--- src/design/sfla_pkg.sv ---
`default_nettype none
package sfla_pkg;
  localparam logic [1:0] ST_OK = 2'd0;
  localparam logic [1:0] ST_ZERO = 2'd1;
  localparam logic [1:0] ST_OVERSIZE = 2'd2;
  localparam logic [1:0] ST_EXHAUSTED = 2'd3;
  localparam int AW = 21;

  typedef enum logic [3:0] {
    S_IDLE, S_DECODE, S_POP, S_DIV, S_PUSHREM, S_CARVE, S_LINK, S_DONE
  } state_t;

  typedef struct packed {
    logic latch;
    logic pop;
    logic div_start;
    logic div_step;
    logic chunk_take;
    logic push_rem;
    logic carve_start;
    logic link_step;
    logic release_push;
    logic set_status;
    logic [1:0] status;
  } cmd_t;

  typedef struct packed {
    logic bad_zero;
    logic bad_over;
    logic is_release;
    logic head_valid;
    logic fit_full;
    logic fit_some;
    logic chunk_ok;
    logic rem_push;
    logic div_done;
    logic link_last;
    logic carve_multi;
  } sts_t;
endpackage
`default_nettype wire

--- src/design/sfla_control.sv ---
`default_nettype none
module sfla_control import sfla_pkg::*; (
  input  wire logic clk,
  input  wire logic rst,
  input  wire logic in_valid,
  output logic      in_stall,
  output logic      out_valid,
  input  wire logic out_stall,
  input  wire sts_t sts,
  output cmd_t      cmd
);
  state_t state, state_next;
  logic ov, ov_next;

  always_ff @(posedge clk) begin
    if (rst) begin
      state <= S_IDLE; ov <= 1'b0;
    end else begin
      state <= state_next; ov <= ov_next;
    end
  end

  always_comb begin
    cmd = '0; state_next = state; ov_next = ov;
    in_stall = (state != S_IDLE) || ov;
    out_valid = ov;
    if (ov && !out_stall) ov_next = 1'b0;
    case (state)
      S_IDLE: if (in_valid && !in_stall) begin
        cmd.latch = 1'b1; state_next = S_DECODE;
      end
      S_DECODE: begin
        cmd.set_status = 1'b1;
        if (sts.bad_zero) begin cmd.status = ST_ZERO; state_next = S_DONE; end
        else if (sts.bad_over) begin cmd.status = ST_OVERSIZE; state_next = S_DONE; end
        else if (sts.is_release) begin cmd.release_push = 1'b1; state_next = S_DONE; end
        else if (sts.head_valid) state_next = S_POP;
        else if (sts.fit_some) begin cmd.div_start = 1'b1; state_next = S_DIV; end
        else if (!sts.chunk_ok) begin cmd.status = ST_EXHAUSTED; state_next = S_DONE; end
        else if (sts.rem_push) state_next = S_PUSHREM;
        else begin cmd.chunk_take = 1'b1; state_next = S_CARVE; end
      end
      S_POP: begin cmd.pop = 1'b1; state_next = S_DONE; end
      S_DIV: begin
        cmd.div_step = 1'b1;
        if (sts.div_done) state_next = S_CARVE;
      end
      S_PUSHREM: begin cmd.push_rem = 1'b1; cmd.chunk_take = 1'b1; state_next = S_CARVE; end
      S_CARVE: begin
        cmd.carve_start = 1'b1;
        state_next = sts.carve_multi ? S_LINK : S_DONE;
      end
      // one carved block linked per cycle, the last one ends the list
      S_LINK: begin
        cmd.link_step = 1'b1;
        if (sts.link_last) state_next = S_DONE;
      end
      S_DONE: begin state_next = S_IDLE; ov_next = 1'b1; end
      default: state_next = S_IDLE;
    endcase
  end
endmodule
`default_nettype wire

--- config.mk ---
export PLATFORM = sky130hd
export DESIGN_NAME = sfla_control
export DESIGN_NICKNAME = d
export VERILOG_FILES = /design/src/design/sfla_pkg.sv /design/src/design/sfla_control.sv
export SDC_FILE = /design/constraint.sdc
export NUM_CORES = 1
export LEC_CHECK = 0
export BUFFER_PORTS_ARGS = -buffer_cell sky130_fd_sc_hd__buf_2
export CAP_MARGIN = 20
export CORE_AREA = 2 2 39 41
export CTS_BUF_LIST = sky130_fd_sc_hd__clkbuf_4 sky130_fd_sc_hd__clkbuf_8 sky130_fd_sc_hd__clkbuf_16
export DETAILED_ROUTE_END_ITERATION = 10
export DIE_AREA = 0 0 41 43
export PLACE_DENSITY = 0.62
export SYNTH_ARGS = -nofsm -noshare
export SYNTH_HDL_FRONTEND = slang
export SYNTH_SLANG_ARGS = --single-unit
--- constraint.sdc ---
create_clock -name clk -period 1.6 [get_ports clk]
set_input_delay 0.4 -clock clk [delete_from_list [all_inputs] [get_ports clk]]
set_output_delay 0.4 -clock clk [all_outputs]
set_load 0.01 [all_outputs]
== Word-level counts from Yosys, hierarchy flattened ==
Index checks and enable logic that the tools add are counted.

* Flip-flop bits (word level): 5

* Multiplexer cells: 45
* Reduce and logical (&&, ||, !) cells: 9
* Equal/unequal tests: 10

{| class="wikitable"
|+ Operator list
! kind !! count
|-
| 4-bit 2-to-1 mux || 10
|-
| 4-bit case mux with 7 select lines || 1
|-
| 1-bit 2-to-1 mux || 27
|-
| 4-bit by 3-bit == test with 1-bit output (second input constant) || 4
|-
| 2-bit 2-to-1 mux || 6
|-
| 4-bit by 2-bit == test with 1-bit output (second input constant) || 2
|-
| 2-bit inequality test (second input constant) || 3
|-
| 4-bit by 1-bit == test with 1-bit output (second input constant) || 1
|-
| 4-bit zero test || 1
|-
| 4-bit nonzero test || 1
|-
| 3-bit AND reduction || 1
|-
| 1-bit logical AND || 2
|-
| 1-bit zero test || 2
|-
| 1-bit case mux with 2 select lines || 1
|-
| 2-bit nonzero test || 1
|-
| 1-bit logical OR || 1
|}

== Longest topological paths before layout ==
* Depth after elaboration: 8
* Mapped depth: 5
* Gate-level depth less buffers: 4

== Worst setup path after synthesis ==
OpenSTA, ideal clock, no wires.

* Kind: input to output
* Start point: input sts[8] (netlist name)
* End point: output cmd[7] (netlist name)
* Cell stages on the path: 3
* Arrival: 1.157 ns
* Slack: 0.043 ns
* Cells stage by stage: nor3_1 > nand3_1 > o32ai_1

{| class="wikitable"
|+ RTL lines
! item !! RTL line !! text
|-
| start: declaration || sfla_control.sv:9 || <nowiki>input wire sts_t sts,</nowiki>
|-
| end: declaration || sfla_control.sv:10 || <nowiki>output cmd_t cmd</nowiki>
|}

==> reports/metrics.cfg <==
[job]
cap_violations=0

[logic_synthesis]
syn_inst=56
ys_ff_latch=4
synth.top_cell.area_share=0.189
synthFlopType=dfxtp_1
yosysSeqAreaShare=0.189
synth-async-reset-ratio=0
synth_edf_count=0
ys_warn_count=0
synthesis.area_um2=423
ys_top_cells_by_area=dfxtp_1, nor2_1, nor3_1
synth_nets=71
synth.avg_cell_area_um2=7.55
yosysTopAreaCell=dfxtp_1
ys_types=28

[worst_setup_path]
critical_path_class=reg2out
cp_cell_sequence=nor2_4 > nand2_4 > nor2_4 > and4b_2 > buf_6
path_buf_inv=1
crit_top_cell=nor2_4
cp.arrival_ns=1.20
crit_fanout=4
cp_slowest_cell=dfxtp_2
crit_required_ns=1.20
cp-end-kind=output port
cp-start-kind=register
crit_family=simple AND/OR/NAND/NOR gates
slowest_delay_ns=0.33

[global_routing]
overflow=0
grt_pass1_wl_mm=1.81
track_usage=0.150
antenna_found_initial=0
grt_pass1_vias=499
grt_max_degree=13

[floorplan]
die_x_um=41
rows=14
start_util=0.306
core_region_area_um2=1380
die-area_um2=1760
dieHeight_um=43
ios=29

[drt]
post-route-drc-count=0
dr.pass1.iters=4
dr_total_vias=587
wl_mm=1.37
vias_per_cell=5.02
antenna_left=0
wire_per_inst_um=11.7
drtIter0Drc=4

[place]
place_hpwl_um=901
placed_cell_area_um2=599
dp_slack_ns=-0.128
gp_congestion=0.755
port_buffers=27

[worst_hold_path]
min_path_type=in2reg

[clock_tree]
cts-root-buf=clkbuf_4
cts_buffers=3
worstSkewPairLatency_ns=0.23
htreeDepth=1
cts_tree=built
clockBufferDepth=2
cts.sinks=4
path_clk_slew_ns=0.04

[final_layout]
num_antenna_cells=0
layout-drive-gt1-share=0.653
num-nets-final=118
area_delta_synth_final_pct=86.1
layout_commonest_cell=buf_2
fin_area_um2=787
layout_common_cells=buf_2, buf_4, nor2_1

[pwr]
p_int_mw=0.391
swShare=0.393
leakage_nw=0.380
p_switching_mw=0.253
p_seq_frac=0.211
clkPwrFrac=0.190
pwr-share-comb=0.599
power_density_nw_per_um2=818
power_mw=0.644
irDropWorstVdd_mv=0.470

[timing]
setup_ws_ns=-0.00205
finalSetupViolations=2
relSlewSlack=0.814
holdWs_ns=0.394
period_needed_ns=1.60
post-route-period-util=1.00
fin_skew_ns=0.00219
clock.fmax_ghz=0.624
setup_tns_ns=-0.00234
drv_slew=0
rsz0062_at_grt=yes
worst_pin_slew_ns=0.278
hold_viol_final=0

[status]
status=finished, violations left
violations=negative setup slack

[registers in the layout, summed over array words and instances (netlist names)]
register / cells
out_valid: 1
state: 3
[worst reg2reg max path, delay by kind of cell, from the launching register on]
kind / cells / cell delay [ns]
simple gates: 2 / 0.36
flops: 1 / 0.33
compound gates: 1 / 0.29
buf+inv: 1 / 0.19
[synthesized netlist by cell type, types with 2 or more instances]
master / count
nor2_1: 12
nor3_1: 6
dfxtp_1: 4
a21oi_1: 3
inv_1: 3
nand2_1: 3
clkbuf_8: 2
nand2b_1: 2
nor4_1: 2
[cell type report]
type | instances | area (µm²)
fillers | 147 | 597
multi-input cells | 46 | 357
repair buffers | 45 | 293
flip-flops and latches | 4 | 83.8
clock buffers | 3 | 22.5
well taps | 16 | 20.0
inverters | 3 | 11.3
[layer usage]
| metal | track usage | wire length [µm] | up-vias |
|---|---|---|---|
| met5 | 0 | 0 | - |
| li1 | - | - | 300 |
| met3 | 0.0314 | 89 | 0 |
| met1 | 0.154 | 546 | 264 |
| met4 | 0.0600 | 0 | 0 |
| met2 | 0.269 | 738 | 23 |
[worst paths after layout]
path,endpoint,slack (ns),start,depth (start not counted)
hold reg to reg,out_valid$_SDFFE_PP0P_,0.52,out_valid$_SDFFE_PP0P_,2
setup reg to reg,state[0]$_SDFFE_PP0P_,0.32,state[2]$_SDFFE_PP0P_,4
setup / recovery,cmd[9],-0.002,state[2]$_SDFFE_PP0P_,5
hold / removal,out_valid$_SDFFE_PP0P_,0.39,out_stall,3
[cells by family after synthesis]
| family | share of synthesized area |
|---|---|
| simple gates | 0.467 |
| flops | 0.189 |
| compound gates | 0.225 |
| buf+inv | 0.118 |
[power by group through the flow]
stage	Clock, mW	Sequential [mW]	Combinational [mW]
2_1_floorplan	0	0.130	0.196
3_3_place_gp	0	0.124	0.285
3_5_place_dp	0	0.125	0.286
4_1_cts	0.128	0.127	0.327
5_1_grt	0.133	0.138	0.419
6_report	0.122	0.136	0.386
[what timing repair did]
action / 4_1_cts / 5_1_grt
setup endpoints to repair: 4 / 10
gates resized for setup: 8 / 14
hold buffers: 0 / 0
setup buffers: 8 / 2
pin swaps: 4 / 3
[per-stage QoR]
step / utilization / std cells
after CTS: 0.517 / 115
after global routing: 0.569 / 117
after floorplan: - / 56
after detailed placement: 0.433 / 104
after global placement: 0.433 / 104
final: 0.569 / 117
Note: power is estimated with default switching activity, not from simulation.
